### config.mk
export PLATFORM = sky130hd
export DESIGN_NAME = truncating_single_float_multiplier
export DESIGN_NICKNAME = d
export VERILOG_FILES = /design/src/hw/rtl/tsfm_pkg.sv /design/src/hw/rtl/truncating_single_float_multiplier.sv
export SDC_FILE = /design/constraint.sdc
export NUM_CORES = 1
export LEC_CHECK = 0
export BUFFER_PORTS_ARGS = -buffer_cell sky130_fd_sc_hd__buf_2
export CORE_MARGIN = 3
export CORE_UTILIZATION = 30
export DETAILED_ROUTE_END_ITERATION = 10
export SLEW_MARGIN = 5
export SYNTH_ARGS = -nofsm -noshare
export SYNTH_HDL_FRONTEND = slang
export SYNTH_SLANG_ARGS = --single-unit
### constraint.sdc
create_clock -name clk -period 8.8 [get_ports clk]
set_input_delay 1.32 -clock clk [delete_from_list [all_inputs] [get_ports clk]]
set_output_delay 1.32 -clock clk [all_outputs]
set_load 0.005 [all_outputs]
### src/hw/rtl/tsfm_pkg.sv
// Package for the truncating single-precision multiplier.
// Constants and the per-stage payload types; no dependencies.
`default_nettype none
package tsfm_pkg;
    localparam int unsigned HiW  = 13;
    localparam int unsigned LoW  = 11;
    localparam int unsigned PpW  = 26;
    localparam logic [9:0] ExpBias = 10'd127;

    typedef struct packed {
        logic            zero;
        logic            sign;
        logic [8:0]      esum;
        logic [HiW-1:0]  ha;
        logic [HiW-1:0]  hb;
        logic [LoW-1:0]  la;
        logic [LoW-1:0]  lb;
    } split_t;

    typedef struct packed {
        logic            zero;
        logic            sign;
        logic [8:0]      esum;
        logic [PpW-1:0]  hh;
        logic [PpW-1:0]  hl;
        logic [PpW-1:0]  lh;
    } part_t;

    typedef struct packed {
        logic            zero;
        logic            sign;
        logic [8:0]      esum;
        logic [PpW-1:0]  sum;
    } sum_t;
endpackage
`default_nettype wire

### src/hw/rtl/truncating_single_float_multiplier.sv
// Top level of the truncating single-precision multiplier.
// Four-stage pipeline; uses tsfm_pkg.
//
// channel | signals                           | direction
// in      | in_valid, in_stall, operand_a/b   | into block
// out     | out_valid, out_stall, product     | out of block
//
// One item enters per cycle while in_stall is low.
// Stages: unpack, partial products (three 13x13 / 13x11 multipliers), sum,
// normalize and pack. A stall on out holds a full stage only if every later
// stage is full; an empty stage still fills. Reset clears the valid bits only.
`default_nettype none
module truncating_single_float_multiplier (
    input  wire logic        clk,
    input  wire logic        rst_n,
    input  wire logic        in_valid,
    output logic             in_stall,
    input  wire logic [31:0] operand_a,
    input  wire logic [31:0] operand_b,
    output logic             out_valid,
    input  wire logic        out_stall,
    output logic [31:0]      product
);
    logic v1_reg, v2_reg, v3_reg, v4_reg;
    logic en1, en2, en3, en4;
    tsfm_pkg::split_t s1_reg, s1_next;
    tsfm_pkg::part_t  s2_reg, s2_next;
    tsfm_pkg::sum_t   s3_reg, s3_next;
    logic [31:0]      p4_reg, p4_next;

    assign en4 = !v4_reg || !out_stall;
    assign en3 = !v3_reg || en4;
    assign en2 = !v2_reg || en3;
    assign en1 = !v1_reg || en2;
    assign in_stall  = !en1;
    assign out_valid = v4_reg;
    assign product   = p4_reg;

    always_comb
    begin
        logic [7:0] ea, eb;
        ea = operand_a[30:23];
        eb = operand_b[30:23];
        s1_next.zero = (ea == 8'd0 && operand_a[22:0] == 23'd0)
                    || (eb == 8'd0 && operand_b[22:0] == 23'd0);
        s1_next.sign = operand_a[31] ^ operand_b[31];
        if (ea == 8'd0) ea = 8'd1;
        if (eb == 8'd0) eb = 8'd1;
        s1_next.esum = {1'b0, ea} + {1'b0, eb};
        s1_next.ha = {1'b1, operand_a[22:11]};
        s1_next.hb = {1'b1, operand_b[22:11]};
        s1_next.la = operand_a[10:0];
        s1_next.lb = operand_b[10:0];
    end

    always_comb
    begin
        s2_next.zero = s1_reg.zero;
        s2_next.sign = s1_reg.sign;
        s2_next.esum = s1_reg.esum;
        s2_next.hh = {13'd0, s1_reg.ha} * {13'd0, s1_reg.hb};
        s2_next.hl = {13'd0, s1_reg.ha} * {15'd0, s1_reg.lb};
        s2_next.lh = {15'd0, s1_reg.la} * {13'd0, s1_reg.hb};
    end

    always_comb
    begin
        s3_next.zero = s2_reg.zero;
        s3_next.sign = s2_reg.sign;
        s3_next.esum = s2_reg.esum;
        s3_next.sum = s2_reg.hh + (s2_reg.hl >> tsfm_pkg::LoW)
                    + (s2_reg.lh >> tsfm_pkg::LoW) + 26'd2;
    end

    always_comb
    begin
        logic [9:0] e;
        logic [22:0] m;
        m = s3_reg.sum[25] ? s3_reg.sum[24:2] : s3_reg.sum[23:1];
        e = {1'b0, s3_reg.esum} - tsfm_pkg::ExpBias + {9'd0, s3_reg.sum[25]};
        if (s3_reg.zero)
            p4_next = 32'd0;
        else
            p4_next = {s3_reg.sign | e[8], e[7:0], m};
    end

    always_ff @(posedge clk or negedge rst_n)
    begin
        if (!rst_n)
        begin
            v1_reg <= 1'b0;
            v2_reg <= 1'b0;
            v3_reg <= 1'b0;
            v4_reg <= 1'b0;
        end
        else
        begin
            if (en1) v1_reg <= in_valid;
            if (en2) v2_reg <= v1_reg;
            if (en3) v3_reg <= v2_reg;
            if (en4) v4_reg <= v3_reg;
        end
    end

    always_ff @(posedge clk)
    begin
        if (en1) s1_reg <= s1_next;
        if (en2) s2_reg <= s2_next;
        if (en3) s3_reg <= s3_next;
        if (en4) p4_reg <= p4_next;
    end

    a_stall_hold: assert property (@(posedge clk) disable iff (!rst_n)
        out_valid && out_stall |=> out_valid && $stable(product))
        else $error("result changed under stall");
    a_in_stall: assert property (@(posedge clk) disable iff (!rst_n)
        in_stall |-> v1_reg && v2_reg && v3_reg && v4_reg && out_stall)
        else $error("input stalled with room in pipeline");
    a_fill: assert property (@(posedge clk) disable iff (!rst_n)
        in_valid && !in_stall |=> v1_reg)
        else $error("accepted item lost in stage one");
endmodule
`default_nettype wire
==> results of run 1 <==
## per-layer routing
metal	up-vias	GRT usage, %	share of wire [%]
li1	6799	-	-
met4	4	3.37	1.7
met2	325	21.6	44
met1	6871	19.6	47
met5	-	0	0.027
met3	43	3.87	6.7
## layout make-up
class	instances	area, um2	area share (%)
Inverter	442	1660	6.87
Antenna cell	1	2.50	0.0104
Sequential cell	192	5750	23.8
Tap cell	950	1190	4.92
Clock buffer	17	425	1.76
Multi-Input combinational cell	1423	14300	59.3
Timing Repair Buffer	115	611	2.53
Clock inverter	15	196	0.814
## through the flow
stage                     instances  cell area [um2]
final                          3155            24100
after global routing           3154            24100
after CTS                      3154            24100
after detailed placement       3122            23500
after global placement         3122            23500
after floorplan                2146            22000
## how the worst min path moves through the flow
stage | start | end | slack (ns) | depth (start not counted)
final | s2_reg[87] | s3_reg[35] | 0.41 | 0
after global routing | s1_reg[49] | s2_reg[79] | 0.42 | 0
after CTS | s2_reg[87] | s3_reg[35] | 0.41 | 0
after detailed placement | s1_reg[52] | s2_reg[82] | 0.40 | 0
after global placement | s1_reg[58] | s2_reg[88] | 0.40 | 0
after floorplan | s1_reg[48] | s2_reg[78] | 0.40 | 0
## cell usage in the layout, fill, tap and decap left out, types with 6 or more instances in the layout
master	Yosys	final
clkbuf_16	0	17
nor3_1	7	7
buf_4	0	14
ha_1	212	212
a21oi_1	48	48
inv_1	441	441
mux2i_1	24	24
a31oi_1	7	7
xor2_1	35	35
nand4_1	9	9
a21o_1	23	23
nand2b_1	9	9
nand4b_1	6	6
and3_1	9	9
nand3_1	19	18
edfxtp_1	188	188
nor4_1	14	12
fa_1	329	329
xnor2_1	46	46
buf_2	1	101
nand2_1	253	252
nor2b_1	11	11
a211oi_1	13	13
and2_1	168	168
o21ai_0	29	29
nor2_1	93	93
## logic make-up (layout without fill, tap and decap cells)
family / after synthesis / count (layout)
xor gates and xnor gates: 81 / 81
adders and majority gates: 541 / 541
other: 0 / 1
and+or+nand+nor: 613 / 613
buffers and inverters: 531 / 589
DFF: 192 / 192
muxes: 24 / 24
AOI/OAI and AO/OA: 164 / 164
## worst max-delay path, cell delays in order (launching register included)
cell	delay [ns]
edfxtp_1	1.11
nand2_1	0.20
fa_1	0.57
inv_1	0.05
fa_1	0.49
fa_1	0.46
fa_1	0.56
inv_1	0.06
fa_1	0.47
inv_1	0.04
ha_1	0.32
a2111oi_0	0.38
nand2_1	0.11
o21ai_0	0.23
nand4b_1	0.27
a21o_1	0.27
a21oi_1	0.18
xnor2_1	0.08
==> results.ini, run 1 <==
[setup_path]
cp-start-kind=flip-flop
reg2reg_from=s1_reg[45]
critPathArrivalTime_ns=6.33
cp_max_fo=24
regToRegSetupSlack_ns=2.71
reg2reg_depth=17
crit_required_ns=9.05
setup.worst_path.start=s1_reg[45]
critPathCapture=s2_reg[47]
crit_type=flip-flop to flip-flop
endpoint_kind=flip-flop
r2r_end=s2_reg[47]

[finish]
largest_register_ffs=63
fillCellCount=7363
area_growth_pct=9.57
drive_gt1_share_pct=7.53
layout.nets=2800
fin_util_pct=33.5

[yosys]
synth_ff_type=edfxtp_1
syn_area_um2=22000
synth_edf_count=188
synth_simple_gate_area_share_pct=13.5
yosys.area_share.adder_pct=41.9
avgSynthCellArea_um2=10.3
synth_cells=2146
synth_compound_area_share_pct=5.07
yosys-top-cells-area=fa_1 (30%), edfxtp_1 (26%), ha_1 (12%)
synth_cell_types=64
synth_xor_area_share_pct=3.22
yosys_warnings=0
syn-num-nets=2755
synthMostInstantiatedCell=inv_1
synth.top_cell.area_share_pct=29.9
synth-seq-cells=192
async_flop_share_pct=2.08
synth_top_area_cell=fa_1
synthMuxAreaShare_pct=1.09
ys_top_cells_by_count=inv_1 (441), fa_1 (329), nand2_1 (253)
ys_seq_area_share_pct=26.1
synth_top_family_by_area=adder cells

[cts]
htree_levels=4
clkTransAtPathRegs_ns=0.09
ctsResizeCount=0
clockRootBuffer=clkbuf_16
clk_path_buf_depth=2
ctsHoldBuffers=0
clock_latency_ns=0.50
cts_made_buffers=17
post-cts-setup-buffers=0
clock_sinks=192
cts_tree=done

[floorplanning]
rows=98
fp.dieH_um=277
io_pins=102
die_w_um=277
core-area_um2=72100
initial_utilization_pct=30.6
dieArea_um2=76700

[timing]
worstMarginPinSlew_ns=1.13
skew_ns=0.0211
setup_viol=0
finalCritPeriodShare_pct=69.2
fmax_ghz=0.164
hold_violations=0
relSlewSlack_pct=24.2
period_minus_slack_ns=6.09
tns_ns=0
fin_ws_ns=2.71
rsz0062_at_grt=no
slew_violations=0
hold_slack_ns=0.409

[run]
cap_violations=0

[routing]
viasPerCell=4.45
via_count=14000
wl_per_cell_um=16.3
dr.pass1.iters=5
drc=0
drt-total-wl_um=51600
drtIter0Drc=770
ant_nets=0

[grt]
antenna_found_initial=4
grt_pass1_wl_um=84400
grt_max_degree=65
grt_usage_pct=14.1
grt_pass1_vias=15000
gr-total-overflow=0

[placement]
routabilityCongestion=0.869
dpl.hpwl_um=40900
port_buffers=101
pre_cts_ws_ns=2.73

[status]
status=complete, no violations

[worst_hold_path]
hold_class=flip-flop to flip-flop

Power of run 1 is left out: the tool's default activity adds up to more than one toggle a clock period on the data nets, which glitch-free logic cannot reach.
==> inputs of run 2 (changes only) <==
==> constraint.sdc (replaced) <==
create_clock -name clk -period 5.9 [get_ports clk]
set_input_delay 0.885 -clock clk [delete_from_list [all_inputs] [get_ports clk]]
set_output_delay 0.885 -clock clk [all_outputs]
set_load 0.005 [all_outputs]
==> run 2 against run 1 <==
Sequential cell count unchanged. Clock skew down 0.00088 ns. Design area grew 2.1%. Core utilization rose by 0.70 points. First-iteration DRC count grew 7.4%. Die area unchanged. Critical path depth unchanged. Largest cell class unchanged. Highest routed layer unchanged.
==> results.ini, run 2 (same netlist as run 1, synthesis figures left out) <==
[timing]
finalCritPeriodShare_pct=96.5  ; +27 points
fmax_ghz=0.176  ; +6.9%
rsz0062_at_grt=no
setup_viol=0  ; unchanged
tns_ns=0  ; unchanged
relSlewSlack_pct=37.3  ; +13 points
skew_ns=0.0202  ; -0.000878 ns
period_minus_slack_ns=5.70  ; -0.393 ns
hold_violations=0  ; unchanged
slew_violations=0  ; unchanged
worstMarginPinSlew_ns=0.941  ; -0.186 ns

[placement]
routabilityCongestion=0.884  ; +1.7%
dpl.hpwl_um=42900  ; +5.0%
port_buffers=101  ; unchanged

[floorplanning]
core-area_um2=72100  ; unchanged
io_pins=102  ; unchanged
die_w_um=277  ; unchanged
fp.dieH_um=277  ; unchanged
dieArea_um2=76700  ; unchanged
rows=98  ; unchanged
initial_utilization_pct=30.6  ; unchanged

[run]
cap_violations=0  ; unchanged

[finish]
area_growth_pct=11.9
layout.nets=2870  ; +2.5%
final_cell_mix=inv_1 (441), fa_1 (329), nand2_1 (252), ha_1 (212), edfxtp_1 (188)
final_common_cell=inv_1
drive_gt1_share_pct=10.2  ; +2.7 points
largest_register_ffs=63  ; unchanged

[grt]
antenna_found_initial=8  ; +4
grt_pass1_wl_um=84200  ; -0.24%
grt_max_degree=65  ; unchanged
gr-total-overflow=0  ; unchanged
grt_pass1_vias=14800  ; -0.83%
grt_usage_pct=14.0  ; -0.028 points

[cts]
clockRootBuffer=clkbuf_16
clock_latency_ns=0.49  ; about the same
clock_sinks=192  ; unchanged
ctsHoldBuffers=0  ; unchanged
clk_path_buf_depth=2  ; unchanged
cts_tree=done
cts_made_buffers=17  ; unchanged
clkTransAtPathRegs_ns=0.08  ; about the same
htree_levels=4  ; unchanged

[routing]
wl_per_cell_um=16.1  ; -1.2%
drt-total-wl_um=52100  ; +1.1%
drtIter0Drc=827  ; +7.4%
viasPerCell=4.43  ; -0.42%
via_count=14300  ; +1.9%
drc=0  ; unchanged
dr.pass1.iters=5  ; unchanged
ant_nets=0  ; unchanged

[setup_path]
endpoint_kind=flip-flop
crit_required_ns=6.21  ; -2.84 ns
cp-start-kind=flip-flop
cp_max_fo=15  ; -38%
crit_type=flip-flop to flip-flop
critPathArrivalTime_ns=6.01  ; -0.32 ns

[worst_hold_path]
hold_class=input pin to asynchronous set/reset pin

[status]
status=complete, no violations

-- run 2: area by class of cell --
cell class / instances / area [um2]
Clock buffer: 17 / 425
Inverter: 442 / 1660
Fill cell: 7316 / 47500
Timing Repair Buffer: 185 / 1160
Antenna cell: 5 / 12.5
Multi-Input combinational cell: 1423 / 14300
Clock inverter: 15 / 154
Tap cell: 950 / 1190
Sequential cell: 192 / 5750
-- run 2: path summary, 6_finish.rpt --
| kind | startpoint | endpoint | slack, ns | depth (start not counted) |
|---|---|---|---|---|
| max | s1_reg[31] | s2_reg[21] | 0.20 | 17 |
| min | rst_n | v2_reg | 0.20 | 1 |
| max reg2reg | s1_reg[31] | s2_reg[21] | 0.20 | 17 |
| min reg2reg | s1_reg[50] | s2_reg[80] | 0.41 | 0 |
| max in group asynchronous | rst_n | v1_reg | 5.57 | 1 |
| min in group clk | s1_reg[50] | s2_reg[80] | 0.41 | 0 |
-- run 2: what timing repair did --
| item | in CTS | in global routing |
|---|---|---|
| endpoints found under the hold margin | 0 | 0 |
| endpoints found under the setup margin | 0 | 1 |
| buffers inserted | 0 | 6 |
| resized for setup | 0 | 0 |
-- run 2: worst max-delay path: stages, from the launching register on --
cell and delay [ns]:
edfxtp_1 0.96, nand2_1 0.18, fa_1 0.57, inv_1 0.05, fa_1 0.49, fa_1 0.53, fa_1 0.50, inv_1 0.05
fa_1 0.47, inv_1 0.04, ha_1 0.31, a21oi_1 0.23, o211ai_1 0.17, nand4bb_1 0.14, o211ai_1 0.17, or2_1 0.28
and2_1 0.17, a211oi_1 0.23
-- run 2: layer usage --
layer | vias up | wire length, um | global-route usage [%]
li1 | 6947 | - | -
met1 | 7007 | 25100 | 19.6
met2 | 306 | 23700 | 22.5
met3 | 45 | 2500 | 2.95
met4 | 6 | 837 | 2.91
met5 | - | 47 | 0
-- run 2: stage by stage --
step | worst slack [ns] | cells | util [%] | cell area [um2] | hold WS, ns
final | 0.205 | 3229 | 34.2 | 24600 | 0.197
after global routing | 0.00598 | 3226 | 34.2 | 24600 | 0.160
after CTS | 0.208 | 3218 | 34.1 | 24600 | 0.158
after detailed placement | 0.223 | 3186 | 33.3 | 24000 | 0.405
after global placement | 0.287 | 3186 | 33.3 | 24000 | 0.402
after floorplan | 0.607 | 2146 | - | 22000 | 0.400
Power of run 2 is left out for the same reason.
